## src/adfr_pkg.sv

```systemverilog
`timescale 1ns / 1ps
`default_nettype none

package adfr_pkg;

  // defaults for the top-level parameters
  localparam int DEFAULT_UNIVERSE_COUNT = 4;
  localparam int DEFAULT_MAX_SLOTS      = 512;

  // depth of the queue between front and back
  localparam int QUEUE_DEPTH = 4;

  // fixed byte positions within the ethernet frame
  localparam logic [10:0] POS_PROTO   = 11'd23;
  localparam logic [10:0] POS_SIG     = 11'd42;
  localparam logic [10:0] POS_SIG_END = 11'd49;
  localparam logic [10:0] POS_OP_LO   = 11'd50;
  localparam logic [10:0] POS_OP_HI   = 11'd51;
  localparam logic [10:0] POS_UNI_LO  = 11'd56;
  localparam logic [10:0] POS_UNI_HI  = 11'd57;
  localparam logic [10:0] POS_LEN_HI  = 11'd58;
  localparam logic [10:0] POS_LEN_LO  = 11'd59;
  localparam logic [10:0] POS_DATA    = 11'd60;
  localparam logic [10:0] POS_LIMIT   = 11'd2047;

  // header values
  localparam logic [7:0]  IP_PROTO_UDP  = 8'd17;
  localparam logic [15:0] ARTNET_OP_DMX = 16'h5000;
  localparam logic [7:0]  LEN_HI_LIMIT  = 8'd3;

  // result kinds
  localparam logic KIND_WRITE = 1'b0;
  localparam logic KIND_EVENT = 1'b1;

  typedef struct packed {
    logic [7:0] frame_byte;
    logic       frame_end;
  } in_word_t;

  typedef struct packed {
    logic       kind;
    logic [1:0] universe;
    logic [8:0] slot;
    logic [7:0] level;
    logic       last_of_run;
  } out_word_t;

  // one classified byte, carried from front to back
  typedef struct packed {
    logic       has_write;
    logic       has_event;
    logic [1:0] universe;
    logic [8:0] slot;
    logic [7:0] level;
  } op_t;

  // "Art-Net" signature, one character per index
  function automatic logic [7:0] sig_char(input logic [2:0] idx);
    logic [7:0] c;
    case (idx)
      3'd0:    c = 8'h41;
      3'd1:    c = 8'h72;
      3'd2:    c = 8'h74;
      3'd3:    c = 8'h2D;
      3'd4:    c = 8'h4E;
      3'd5:    c = 8'h65;
      3'd6:    c = 8'h74;
      default: c = 8'h00;
    endcase
    return c;
  endfunction

endpackage

`default_nettype wire

```

## src/adfr_front.sv

```systemverilog
`timescale 1ns / 1ps
`default_nettype none

module adfr_front #(
  parameter int UNIVERSE_COUNT = adfr_pkg::DEFAULT_UNIVERSE_COUNT,
  parameter int MAX_SLOTS      = adfr_pkg::DEFAULT_MAX_SLOTS
) (
  input  wire logic              clk,
  input  wire logic              rst,
  input  wire logic              accept,
  input  wire adfr_pkg::in_word_t frame,
  output logic                   op_valid,
  output adfr_pkg::op_t          op
);

  logic [10:0] byte_position, byte_position_next;
  logic        protocol_ok, protocol_ok_next;
  logic        signature_ok, signature_ok_next;
  logic [15:0] opcode_capture, opcode_capture_next;
  logic [15:0] universe_capture, universe_capture_next;
  logic [9:0]  slot_count, slot_count_next;

  logic [10:0] sig_off;
  logic [10:0] data_off;
  logic [9:0]  len;
  logic        sig_match;
  logic        header_match;
  logic        write_hit;
  logic        event_hit;

  always_comb begin
    byte_position_next    = byte_position;
    protocol_ok_next      = protocol_ok;
    signature_ok_next     = signature_ok;
    opcode_capture_next   = opcode_capture;
    universe_capture_next = universe_capture;
    slot_count_next       = slot_count;

    sig_off   = byte_position - adfr_pkg::POS_SIG;
    data_off  = byte_position - adfr_pkg::POS_DATA;
    len       = {slot_count[1:0], frame.frame_byte};
    sig_match = (frame.frame_byte == adfr_pkg::sig_char(sig_off[2:0]));

    if (byte_position == adfr_pkg::POS_PROTO) begin
      protocol_ok_next = (frame.frame_byte == adfr_pkg::IP_PROTO_UDP);
    end else if (byte_position >= adfr_pkg::POS_SIG &&
                 byte_position < adfr_pkg::POS_SIG_END) begin
      signature_ok_next = (byte_position == adfr_pkg::POS_SIG) ? sig_match
                                                               : (signature_ok && sig_match);
    end else if (byte_position == adfr_pkg::POS_OP_LO) begin
      opcode_capture_next = {opcode_capture[15:8], frame.frame_byte};
    end else if (byte_position == adfr_pkg::POS_OP_HI) begin
      opcode_capture_next = {frame.frame_byte, opcode_capture[7:0]};
    end else if (byte_position == adfr_pkg::POS_UNI_LO) begin
      universe_capture_next = {universe_capture[15:8], frame.frame_byte};
    end else if (byte_position == adfr_pkg::POS_UNI_HI) begin
      universe_capture_next = {frame.frame_byte, universe_capture[7:0]};
    end else if (byte_position == adfr_pkg::POS_LEN_HI) begin
      slot_count_next = (frame.frame_byte > adfr_pkg::LEN_HI_LIMIT)
                        ? {2'b00, adfr_pkg::LEN_HI_LIMIT}
                        : {2'b00, frame.frame_byte};
    end else if (byte_position == adfr_pkg::POS_LEN_LO) begin
      slot_count_next = (len > 10'(MAX_SLOTS)) ? 10'(MAX_SLOTS) : len;
    end

    // all header fields are final once the length low byte is reached
    header_match = (byte_position >= adfr_pkg::POS_LEN_LO) && protocol_ok && signature_ok &&
                   (opcode_capture == adfr_pkg::ARTNET_OP_DMX) &&
                   (universe_capture < 16'(UNIVERSE_COUNT));
    write_hit    = header_match && (byte_position >= adfr_pkg::POS_DATA) &&
                   (data_off < {1'b0, slot_count});
    event_hit    = header_match && frame.frame_end;

    if (frame.frame_end) begin
      byte_position_next    = '0;
      protocol_ok_next      = 1'b0;
      signature_ok_next     = 1'b0;
      opcode_capture_next   = '0;
      universe_capture_next = '0;
      slot_count_next       = '0;
    end else if (byte_position < adfr_pkg::POS_LIMIT) begin
      byte_position_next = byte_position + 11'd1;
    end
  end

  always_ff @(posedge clk) begin
    if (rst) begin
      byte_position    <= '0;
      protocol_ok      <= 1'b0;
      signature_ok     <= 1'b0;
      opcode_capture   <= '0;
      universe_capture <= '0;
      slot_count       <= '0;
    end else if (accept) begin
      byte_position    <= byte_position_next;
      protocol_ok      <= protocol_ok_next;
      signature_ok     <= signature_ok_next;
      opcode_capture   <= opcode_capture_next;
      universe_capture <= universe_capture_next;
      slot_count       <= slot_count_next;
    end
  end

  assign op_valid     = accept && (write_hit || event_hit);
  assign op.has_write = write_hit;
  assign op.has_event = event_hit;
  assign op.universe  = universe_capture[1:0];
  assign op.slot      = data_off[8:0];
  assign op.level     = frame.frame_byte;

`ifndef ASSERT_OFF
  // a frame end always rewinds the position for the next frame
  a_end_rewinds: assert property (@(posedge clk) disable iff (rst)
    accept && frame.frame_end |=> byte_position == '0)
    else $error("position not cleared after frame end");
`endif

endmodule

`default_nettype wire

```

## src/adfr_queue.sv

```systemverilog
`timescale 1ns / 1ps
`default_nettype none

module adfr_queue (
  input  wire logic          clk,
  input  wire logic          rst,
  input  wire logic          wr_en,
  input  wire adfr_pkg::op_t wr_data,
  output logic               full,
  input  wire logic          rd_en,
  output adfr_pkg::op_t      rd_data,
  output logic               not_empty
);

  localparam int Depth  = adfr_pkg::QUEUE_DEPTH;
  localparam int PtrW   = (Depth > 1) ? $clog2(Depth) : 1;
  localparam int CountW = $clog2(Depth + 1);

  adfr_pkg::op_t     entries [Depth];
  logic [PtrW-1:0]   wr_ptr;
  logic [PtrW-1:0]   rd_ptr;
  logic [CountW-1:0] count;

  function automatic logic [PtrW-1:0] ptr_inc(input logic [PtrW-1:0] ptr);
    return (ptr == PtrW'(Depth - 1)) ? '0 : ptr + PtrW'(1);
  endfunction

  always_ff @(posedge clk) begin
    if (rst) begin
      wr_ptr <= '0;
      rd_ptr <= '0;
      count  <= '0;
    end else begin
      if (wr_en) begin
        wr_ptr <= ptr_inc(wr_ptr);
      end
      if (rd_en) begin
        rd_ptr <= ptr_inc(rd_ptr);
      end
      if (wr_en && !rd_en) begin
        count <= count + CountW'(1);
      end else if (rd_en && !wr_en) begin
        count <= count - CountW'(1);
      end
    end
  end

  always_ff @(posedge clk) begin
    if (wr_en) begin
      entries[wr_ptr] <= wr_data;
    end
  end

  assign rd_data   = entries[rd_ptr];
  assign full      = (count == CountW'(Depth));
  assign not_empty = (count != '0);

`ifndef ASSERT_OFF
  // front and back must respect the fill level
  a_no_overflow: assert property (@(posedge clk) disable iff (rst)
    wr_en |-> !full)
    else $error("queue written while full");

  a_no_underflow: assert property (@(posedge clk) disable iff (rst)
    rd_en |-> not_empty)
    else $error("queue read while empty");
`endif

endmodule

`default_nettype wire

```

## src/adfr_back.sv

```systemverilog
`timescale 1ns / 1ps
`default_nettype none

module adfr_back (
  input  wire logic          clk,
  input  wire logic          rst,
  input  wire logic          q_valid,
  input  wire adfr_pkg::op_t q_data,
  output logic               q_pop,
  output logic               empty,
  input  wire logic          pop,
  output adfr_pkg::out_word_t result
);

  adfr_pkg::op_t cur;
  logic          cur_valid;
  logic          both;
  logic          done;

  assign both  = cur.has_write && cur.has_event;
  // the held entry is free once its last word goes
  assign done  = !cur_valid || (pop && !both);
  assign q_pop = done && q_valid;
  assign empty = !cur_valid;

  always_ff @(posedge clk) begin
    if (rst) begin
      cur_valid <= 1'b0;
    end else if (done) begin
      cur_valid <= q_valid;
    end
  end

  always_ff @(posedge clk) begin
    if (q_pop) begin
      cur <= q_data;
    end else if (pop && cur_valid && both) begin
      cur.has_write <= 1'b0;
    end
  end

  // write goes out first, the event after it
  assign result.kind        = cur.has_write ? adfr_pkg::KIND_WRITE : adfr_pkg::KIND_EVENT;
  assign result.universe    = cur.universe;
  assign result.slot        = cur.has_write ? cur.slot : '0;
  assign result.level       = cur.has_write ? cur.level : '0;
  assign result.last_of_run = !both;

`ifndef ASSERT_OFF
  // a write that is not last is always followed by its event
  a_event_follows: assert property (@(posedge clk) disable iff (rst)
    pop && !empty && result.kind == adfr_pkg::KIND_WRITE && !result.last_of_run
    |=> !empty && result.kind == adfr_pkg::KIND_EVENT)
    else $error("event lost after write");

  a_event_shape: assert property (@(posedge clk) disable iff (rst)
    !empty && result.kind == adfr_pkg::KIND_EVENT
    |-> result.slot == '0 && result.level == '0 && result.last_of_run)
    else $error("malformed event word");
`endif

endmodule

`default_nettype wire

```

## src/artnet_dmx_frame_receiver_unit.sv

```systemverilog
// art-net dmx receiver: takes one ethernet frame byte per word on the frame
// channel (push/full) with frame_end on the final byte, and gives dmx slot
// writes and universe-received events on the result channel (empty/pop)
// input word accepted when push is high and full is low; result word taken
// when pop is high and empty is low, the oldest result shown while empty is low
// a byte of a matching frame inside the slot count gives one slot write; the
// final byte of a matching frame gives an event, after its write if it has one
// with the back end idle, a byte's first result goes into the queue when the
// byte is taken, then into the held result register, where it can be popped
// throughput: one byte per cycle while full is low; the back end gives one
// result word per cycle while pop is high, so a byte giving a write and an
// event holds it for both words; a four-entry queue between front and back
// absorbs that; when the receiver stops popping, the queue fills and full
// rises, and bytes that give no result never occupy the queue
// reset (rst, synchronous) clears the frame parser, the queue and the held
// result, so the block starts at byte zero of a new frame
`timescale 1ns / 1ps
`default_nettype none

module artnet_dmx_frame_receiver_unit #(
  parameter int UNIVERSE_COUNT = adfr_pkg::DEFAULT_UNIVERSE_COUNT,
  parameter int MAX_SLOTS      = adfr_pkg::DEFAULT_MAX_SLOTS
) (
  input  wire logic               clk,
  input  wire logic               rst,
  // frame byte channel
  input  wire logic               push,
  output logic                    full,
  input  wire adfr_pkg::in_word_t frame,
  // result channel
  output logic                    empty,
  input  wire logic               pop,
  output adfr_pkg::out_word_t     result
);

  logic          accept;
  logic          op_valid;
  adfr_pkg::op_t op;
  logic          q_pop;
  logic          q_valid;
  adfr_pkg::op_t q_data;

  // bytes are taken whenever the queue has room
  assign accept = push && !full;

  // parser: tracks frame position, checks the header, classifies each byte
  adfr_front #(
    .UNIVERSE_COUNT (UNIVERSE_COUNT),
    .MAX_SLOTS      (MAX_SLOTS)
  ) u_front (
    .clk      (clk),
    .rst      (rst),
    .accept   (accept),
    .frame    (frame),
    .op_valid (op_valid),
    .op       (op)
  );

  // decouples the parser from a stalled receiver
  adfr_queue u_queue (
    .clk       (clk),
    .rst       (rst),
    .wr_en     (op_valid),
    .wr_data   (op),
    .full      (full),
    .rd_en     (q_pop),
    .rd_data   (q_data),
    .not_empty (q_valid)
  );

  // expands each classified byte into one or two result words
  adfr_back u_back (
    .clk     (clk),
    .rst     (rst),
    .q_valid (q_valid),
    .q_data  (q_data),
    .q_pop   (q_pop),
    .empty   (empty),
    .pop     (pop),
    .result  (result)
  );

endmodule

`default_nettype wire

```

## config.mk

```make
export PLATFORM = sky130hd
export DESIGN_NAME = artnet_dmx_frame_receiver_unit
export DESIGN_NICKNAME = d
export VERILOG_FILES = /design/src/adfr_pkg.sv /design/src/adfr_front.sv /design/src/adfr_queue.sv /design/src/adfr_back.sv /design/src/artnet_dmx_frame_receiver_unit.sv
export SDC_FILE = /design/constraint.sdc
export NUM_CORES = 1
export LEC_CHECK = 0
export ABC_AREA = 1
export BUFFER_PORTS_ARGS = -buffer_cell sky130_fd_sc_hd__buf_2
export CORE_ASPECT_RATIO = 0.7
export CORE_MARGIN = 4
export CORE_UTILIZATION = 30
export CTS_BUF_LIST = sky130_fd_sc_hd__clkbuf_8
export DETAILED_ROUTE_END_ITERATION = 10
export PLACE_DENSITY = 0.41
export SLEW_MARGIN = 5
export SYNTH_ARGS = -nofsm -noshare
export SYNTH_HDL_FRONTEND = slang
export SYNTH_SLANG_ARGS = --single-unit
```

## constraint.sdc

```tcl
create_clock -name clk -period 10.8 [get_ports clk]
set_clock_uncertainty 0.2 [all_clocks]
set_input_delay 3.24 -clock clk [delete_from_list [all_inputs] [get_ports clk]]
set_output_delay 3.24 -clock clk [all_outputs]
set_load 0.05 [all_outputs]
```

==> results of run 1 <==
## cell type report
| cell class | instances | area (µm²) |
|---|---|---|
| Inverter | 108 | 415 |
| Multi-Input combinational cell | 609 | 3180 |
| Clock inverter | 15 | 179 |
| Sequential cell | 170 | 4450 |
| Timing Repair Buffer | 43 | 235 |
| Tap cell | 364 | 455 |
| Clock buffer | 17 | 234 |
| Fill cell | 2833 | 17700 |
## synth_stat cells, drive strengths merged
cell | instances | share of area (%)
a211oi | 1 | 0.091
a21o | 1 | 0.091
a21oi | 57 | 3.6
a311oi | 1 | 0.11
a41oi | 1 | 0.11
buf | 12 | 1.0
clkbuf | 23 | 1.1
clkinv | 1 | 0.046
dfxtp | 65 | 16
edfxtp | 105 | 38
fa | 1 | 0.24
ha | 29 | 4.4
inv | 107 | 5.0
nand2 | 163 | 7.8
nand3 | 43 | 2.9
nand3b | 2 | 0.18
nand4 | 26 | 2.1
nor2 | 154 | 7.6
nor3 | 18 | 1.5
nor3b | 3 | 0.27
nor4 | 2 | 0.15
o211a | 1 | 0.12
o211ai | 1 | 0.091
o21ai | 72 | 4.4
o22ai | 20 | 1.5
or2 | 4 | 0.30
xor2 | 9 | 0.96
## flip-flops by register name, indices dropped and copies added, names as in the netlist, named ones only
signal and cells:
u_back.cur_valid 1, u_front.protocol_ok 1, u_front.opcode_capture 16, u_back.cur 19, u_queue.wr_ptr 2, u_front.universe_capture 16
u_queue.count 3, u_front.slot_count 10, u_queue.rd_ptr 2, u_front.byte_position 11, u_front.signature_ok 1, u_queue.entries 84
u_back.result 2
## worst max-delay path by stage
stage / startpoint / endpoint
CTS: u_back.cur[20] / result[0]
detailed placement: frame[0] / u_queue.count[2]
finish: u_back.cur[20] / result[0]
global route: u_back.cur[20] / result[0]
global placement: frame[0] / u_queue.count[2]
floorplan: frame[0] / u_queue.entries[0][0]
## metal layers
| metal | part of all wire, % | track usage, % | up-vias |
|---|---|---|---|
| met5 | 0 | 0 | - |
| met1 | 54 | 23.3 | 2866 |
| li1 | - | - | 3136 |
| met2 | 41 | 20.9 | 108 |
| met4 | 0.55 | 2.34 | 0 |
| met3 | 4.2 | 3.33 | 11 |
## logic make-up after synthesis
kind of cell / share of synthesized area [%]
and+or+nand+nor: 22.9
adders and majority gates: 4.66
buffers and inverters: 7.13
xor gates and xnor gates: 0.960
DFF: 54.2
AOI/OAI and AO/OA: 10.1
## worst max-delay path, delay by kind of cell (launching register included)
family / cells / cell delay (ps)
and+or+nand+nor: 1 / 280
DFF: 1 / 850
buffers and inverters: 1 / 300
## power by group through the flow
stage               logic, mW  clock network [mW]  registers (mW)
floorplan               0.441                   0           0.823
global placement        0.580                   0           0.850
detailed placement      0.578                   0           0.850
CTS                     0.579               0.503           0.835
global route            0.633               0.527           0.842
finish                  0.567               0.485           0.832
==> results.yml, run 1 <==
power_and_ir_drop:
  cellPowerDensity_mw_per_mm2: 206
  switching_power_mw: 0.743
  pwr-share-clk_pct: 25.8
  power_mw: 1.88
  p_int_mw: 1.14
  p_seq_share_pct: 44.2
  p_sw_share_pct: 39.4
  leakage_nw: 3.60
  combPwrFrac_pct: 30.1
  irDropWorstVdd_v: 0.0000767
timing:
  hold_violations: 0
  fmax_mhz: 187
  drv_slew: 0
  min_period_ps: 5340
  tns_ps: 0
  timing.final.crit_share_pct: 49.4
  whs_ps: 268
  finalSetupViolCount: 0
  rsz0062_at_grt: "no"
  worst_pin_slew_ps: 1010
  relSlewSlack_pct: 32.8
  setup_ws_ps: 5460
final_layout:
  fin_util_pct: 34.1
  layout_common_cells: "nand2_1, nor2_1, edfxtp_1"
  postLayoutCellArea_mm2: 0.00916
  finalNonFillerCells: 1326
  layout_commonest_cell: "nand2_1"
  num_antenna_cells: 0
  area_growth_pct: 11.5
  drive_gt1_share_pct: 12.6
  layout.nets: 992
clocking:
  cts_buffers: 17
  cts_max_path_buffers: 2
  clock_latency_ps: 470
  clkSinkCount: 170
  root_buffer: "clkbuf_8"
  hold_buffers: 0
  cts_setup_buffers: 0
  cts_tree: "yes"
  cts_resized: 0
  cts.clk_slew.worst_paths_ps: 90
  htree_levels: 4
critical_path:
  cp_max_fo: 19
  cp.required_ps: 7360
  rr_startpoint: "u_front.byte_position[2]"
  crit_arrival_ps: 1900
  crit_path_start_kind: "flop"
  worst-setup-path-type: "reg2out"
  critPathCaptureType: "primary output"
  crit_path_top_delay_cell: "edfxtp_1"
  max_stage_delay_ps: 850
  reg2reg_slack_ps: 6430
  r2r_end: "u_queue.count[2]"
  reg2reg_depth: 18
  crit_chain: "nand2_1 > buf_2"
worst_hold_path:
  hp-start: "u_front.opcode_capture[2]"
  hold_end: "u_front.opcode_capture[2]"
  worstHoldPathType: "reg2reg"
  holdPathStages: 2
route:
  dr_total_vias: 6121
  wl_per_cell_um: 16.6
  drtIter0Drc: 390
  drt-pass1-iter-count: 5
  routed_wirelength_mm: 22.0
  drc: 0
  antenna_left: 0
  drt-vias-per-instance: 4.62
synth:
  yosysSeqAreaShare_pct: 54.2
  netlist_area_mm2: 0.00821
  postSynthRegisterBits: 170
  synthDistinctLibCells: 44
  syn_nets: 965
  post_synth.cell_area_avg_um2: 8.91
  yosysWarnings: 0
  postSynthCellCount: 922
place:
  placed_area_mm2: 0.00874
  place_inst: 1294
  place_ws_ps: 5300
  portBuffers: 35
  dp_hpwl_mm: 14.5
  gp_congestion: 0.780
grt:
  antenna_found_initial: 1
  grt_max_degree: 44
  grt_pass1_wl_mm: 34.1
  grt_pass1_vias: 5715
  grt_overflow: 0
  grt_usage_pct: 14.8
floorplanning:
  dieArea_mm2: 0.0301
  io-pin-count: 36
  core_mm2: 0.0268
  die_w_um: 206
  num_rows: 50
  start_util_pct: 30.6
  die_y_um: 146
status:
  status: "complete, no violations"
job:
  drv_cap: 0
Note: power is estimated with default switching activity, not from simulation.
==> inputs of run 2 (changes only) <==
- ABC_AREA: 1 -> 0
- PLACE_DENSITY: 0.41 -> 0.42
- clock period: 10.8 -> 4.5 ns (I/O delays scaled with it)
==> results.yml, run 2 <==
status:
  status: "complete, no violations"
clocking:
  htree_levels: 4
  clock_latency_ps: 470
  cts_setup_buffers: 0
  clkSinkCount: 170
  cts.clk_slew.worst_paths_ps: 110
  cts_max_path_buffers: 2
  hold_buffers: 0
  cts_resized: 0
  cts_buffers: 17
  root_buffer: "clkbuf_8"
  cts_tree: "yes"
synth:
  yosysWarnings: 0
  synth.top_cell.area_share_pct: 39.9
  synthDistinctLibCells: 67
  post_synth.cell_area_avg_um2: 12.3
  synth_edf_count: 105
  postSynthCellCount: 640
  yosysMostFrequentCell: "edfxtp_1"
  yosys-top-cells-count: "edfxtp_1, dfxtp_1, inv_1"
  yosysSeqAreaShare_pct: 56.4
  synth_area_leader_cell: "edfxtp_1"
  netlist_area_mm2: 0.00790
  synth_flop_cell: "edfxtp_1"
  postSynthRegisterBits: 170
  syn_nets: 683
  ys_async_sr_fraction_pct: 0
  synth.area.top_cells: "edfxtp_1, dfxtp_1, mux4_2"
place:
  placed_area_mm2: 0.00852
  dp_hpwl_mm: 13.3
  place_inst: 1017
  portBuffers: 35
  place_ws_ps: 322
  gp_congestion: 0.811
route:
  drt-pass1-iter-count: 5
  wl_per_cell_um: 18.5
  antenna_left: 0
  routed_wirelength_mm: 19.4
  drtIter0Drc: 266
  dr_total_vias: 5230
  drc: 0
  drt-vias-per-instance: 4.99
worst_hold_path:
  worstHoldPathType: "reg2reg"
floorplanning:
  start_util_pct: 30.6
  core_mm2: 0.0258
  num_rows: 49
  io-pin-count: 36
  die_w_um: 202
  dieArea_mm2: 0.0290
  die_y_um: 144
timing:
  fmax_mhz: 239
  tns_ps: 0
  hold_violations: 0
  min_period_ps: 4190
  drv_slew: 0
  timing.final.crit_share_pct: 93.1
  setup_ws_ps: 313
  finalSetupViolCount: 0
  rsz0062_at_grt: "no"
  relSlewSlack_pct: 32.8
  worst_pin_slew_ps: 1010
final_layout:
  layout_commonest_cell: "edfxtp_1"
  num_antenna_cells: 0
  layout.nets: 722
  largest_register_ffs: 84
  reg_top3: "u_queue.entries x84, u_back.cur x19"
  layout_common_cells: "edfxtp_1, dfxtp_1, inv_1"
  area_growth_pct: 13.3
  regMostFlops: "u_queue.entries"
  finalNonFillerCells: 1049
  postLayoutCellArea_mm2: 0.00895
  fin_util_pct: 34.7
  drive_gt1_share_pct: 18.6
critical_path:
  cp.required_ps: 4700
  crit_arrival_ps: 4380
  crit_path_start_kind: "flop"
  worst-setup-path-type: "reg2reg"
  critPathCaptureType: "flop"
  cp_max_fo: 5
grt:
  grt_overflow: 0
  grt_usage_pct: 13.7
  grt_pass1_vias: 5171
  grt_pass1_wl_mm: 30.2
  grt_max_degree: 31
  antenna_found_initial: 0
power_and_ir_drop:
  leakage_nw: 3.06
  irDropWorstVdd_v: 0.000214
  cellPowerDensity_mw_per_mm2: 474
job:
  drv_cap: 0
==> run 2: changes by cell type in the layout (fill, tap and decap cells not counted), moves of 22 or more <==
cell / previous run / this run
and2_1: 0 / 22
inv_1: 94 / 38
nand2_1: 157 / 26
nand2b_1: 0 / 24
nor2_1: 142 / 30
o21ai_0: 68 / 7
==> run 2: critical path, cell delays in order (launching register included) <==
cell	delay, ps
dfxtp_1	330
ha_1	250
and3_1	260
xnor2_2	160
ha_1	340
and3_1	210
a221o_1	290
a31oi_1	160
o211ai_1	200
a211oi_1	270
buf_4	160
ha_1	180
inv_1	70
fa_1	420
xor2_1	150
or3_1	310
a21oi_1	140
==> run 2: path summary, 6_finish.rpt <==
| kind | from | to | cells after the start | slack [ps] |
|---|---|---|---|---|
| hold / removal | u_front.opcode_capture[10] | u_front.opcode_capture[10] | 2 | 280 |
| setup / recovery | u_front.byte_position[2] | u_queue.count[2] | 16 | 310 |
| setup reg to reg | u_front.byte_position[2] | u_queue.count[2] | 16 | 310 |
| hold reg to reg | u_front.opcode_capture[10] | u_front.opcode_capture[10] | 2 | 280 |
==> run 2: cells by family after synthesis <==
| logic type | Yosys count | share of synthesized area (%) |
|---|---|---|
| buf+inv | 76 | 4.13 |
| fa+ha+maj | 30 | 4.85 |
| simple gates | 207 | 15.0 |
| xor+xnor | 23 | 2.55 |
| mux | 35 | 7.78 |
| compound gates | 99 | 9.31 |
| flops | 170 | 56.4 |
==> run 2: final cells by class <==
class / count / area, µm²
tap: 357 / 447
timing repair buffer: 59 / 355
inverter: 37 / 139
multi-input combinational: 394 / 3130
sequential: 170 / 4450
clock buffer: 17 / 234
clock inverter: 15 / 194
fill: 2543 / 16900
==> run 2: per-stage QoR <==
step | power, mW | hold slack (ps)
after floorplan | 2.81 | 244
after CTS | 4.32 | 274
after detailed placement | 3.13 | 261
final | 4.24 | 275
after global placement | 3.11 | 254
after global routing | 4.47 | 296
==> run 2: routing by layer <==
metal / wire length (µm) / vias to the layer above / part of all wire, % / global-route usage (%)
met5: 0 / - / 0 / 0
met4: 123 / 0 / 0.63 / 3.34
met3: 738 / 10 / 3.8 / 2.89
met2: 8560 / 108 / 44 / 20.8
met1: 9990 / 2655 / 51 / 20.1
li1: - / 2457 / - / -
==> run 2: where the power goes <==
group	switching (mW)	internal [mW]	leakage [nW]
clock network	0.616	0.564	0.214
logic	0.748	0.365	1.36
registers	0.116	1.83	1.48
total	1.48	2.76	3.06
==> inputs of run 3 (changes only) <==
- CAP_MARGIN: not set -> 20
- PLACE_DENSITY: 0.42 -> 0.41
- SLEW_MARGIN: 5 -> not set
- clock period: 4.5 -> 4.8 ns (I/O delays scaled with it)
==> results.yml, run 3 (synthesis results as in run 2) <==
timing:
  worst_pin_slew_ps: 837
  fmax_mhz: 228
  setup_ws_ps: 413
  min_period_ps: 4390
  hold_violations: 0
  tns_ps: 0
  drv_slew: 0
  relSlewSlack_pct: 44.1
  finalSetupViolCount: 0
  timing.final.crit_share_pct: 91.4
  rsz0062_at_grt: "no"
clocking:
  htree_levels: 4
  cts_max_path_buffers: 2
  cts.clk_slew.worst_paths_ps: 100
  clkSinkCount: 170
  cts_buffers: 17
  root_buffer: "clkbuf_8"
  hold_buffers: 0
  clock_latency_ps: 460
  cts_tree: "yes"
floorplanning:
  io-pin-count: 36
  die_w_um: 202
  start_util_pct: 30.6
  num_rows: 49
  die_y_um: 144
  core_mm2: 0.0258
  dieArea_mm2: 0.0290
grt:
  grt_pass1_wl_mm: 30.9
  grt_overflow: 0
  grt_max_degree: 52
  grt_usage_pct: 14.1
  antenna_found_initial: 0
  grt_pass1_vias: 5115
final_layout:
  drive_gt1_share_pct: 18.2
  layout_common_cells: "edfxtp_1, dfxtp_1, inv_1"
  finalNonFillerCells: 1043
  layout_commonest_cell: "edfxtp_1"
  largest_register_ffs: 84
  layout.nets: 716
  postLayoutCellArea_mm2: 0.00887
  area_growth_pct: 12.3
  reg_top3: "u_queue.entries x84, u_back.cur x19"
  num_antenna_cells: 0
  regMostFlops: "u_queue.entries"
critical_path:
  crit_top_cell: "ha_1"
  path_buf_inv: 1
  worst-setup-path-type: "reg2reg"
  cp_max_fo: 5
  crit_arrival_ps: 4590
  cp.required_ps: 5000
  critPathCaptureType: "flop"
  crit_path_start_kind: "flop"
  crit_path_top_delay_cell: "fa_1"
  crit_chain: "ha_1 > and3_1 > xnor2_1 > ha_1 > and3_1 > a221o_1 > a31oi_1 > o211ai_1 > a211oi_2 > ha_1 > inv_1 > fa_1 > xor2_1 > or3_1 > a21oi_1"
  critPathTopFamily: "adder cells"
  max_stage_delay_ps: 430
route:
  antenna_left: 0
  drt-vias-per-instance: 4.91
  drc: 0
  drtIter0Drc: 262
  wl_per_cell_um: 19.0
  drt-pass1-iter-count: 5
  routed_wirelength_mm: 19.8
  dr_total_vias: 5126
place:
  place_inst: 1011
  place_ws_ps: 174
  portBuffers: 35
  dp_hpwl_mm: 13.5
  gp_congestion: 0.787
  placed_area_mm2: 0.00847
power_and_ir_drop:
  cellPowerDensity_mw_per_mm2: 440
  irDropWorstVdd_v: 0.000207
  leakage_nw: 3.00
status:
  status: "complete, no violations"
job:
  drv_cap: 0
worst_hold_path:
  worstHoldPathType: "reg2reg"
==> run 3: worst reg2reg max path: cells and delay by family, from the launching register on <==
| family | cells | cell delay, ps |
|---|---|---|
| buffers and inverters | 1 | 70 |
| AOI/OAI and AO/OA | 5 | 1210 |
| xor gates and xnor gates | 2 | 530 |
| DFF | 1 | 330 |
| and+or+nand+nor | 3 | 750 |
| adders and majority gates | 4 | 1240 |
==> run 3: area by class of cell <==
| class | count | area [µm²] |
|---|---|---|
| clock buffers | 17 | 234 |
| multi-input cells | 394 | 3130 |
| flip-flops and latches | 170 | 4450 |
| clock inverters | 15 | 160 |
| well taps | 357 | 447 |
| fillers | 2552 | 16900 |
| repair buffers | 53 | 310 |
| inverters | 37 | 139 |
==> run 3: metrics by stage <==
| step | utilization [%] | power [mW] | hold slack [ps] |
|---|---|---|---|
| 5_1_grt | 34.4 | 4.13 | 297 |
| 2_1_floorplan | - | 2.63 | 244 |
| 4_1_cts | 34.3 | 3.98 | 277 |
| 3_5_place_dp | 32.8 | 2.94 | 261 |
| 6_report | 34.4 | 3.91 | 275 |
| 3_3_place_gp | 32.8 | 2.93 | 254 |
==> run 3: path summary, 6_finish.rpt <==
kind                                   start                          to  slack (ps)  depth (start not counted)
hold reg to reg   u_front.opcode_capture[11]  u_front.opcode_capture[11]         280                          2
setup / recovery    u_front.byte_position[2]            u_queue.count[2]         410                         15
hold / removal    u_front.opcode_capture[11]  u_front.opcode_capture[11]         280                          2
setup reg to reg    u_front.byte_position[2]            u_queue.count[2]         410                         15
==> run 3: timing repair <==
item | CTS | global route
buffers inserted | 0 | 0
resized for setup | 0 | 1
endpoints found under the setup margin | 0 | 1
==> run 3: where the power goes <==
group          total (mW)  internal (mW)  switching [mW]
sequential           1.83           1.72           0.113
clock                1.03          0.431           0.598
combinational        1.05          0.339           0.710
total                3.91           2.49            1.42
==> run 3: routing by layer <==
| metal | part of all wire, % | GRT usage, % | up-vias | wire length, µm |
|---|---|---|---|---|
| met4 | 1.0 | 3.70 | 0 | 200 |
| met5 | 0 | 0 | - | 0 |
| met2 | 44 | 21.1 | 96 | 8660 |
| li1 | - | - | 2444 | - |
| met1 | 52 | 20.6 | 2574 | 10300 |
| met3 | 3.6 | 3.29 | 12 | 704 |
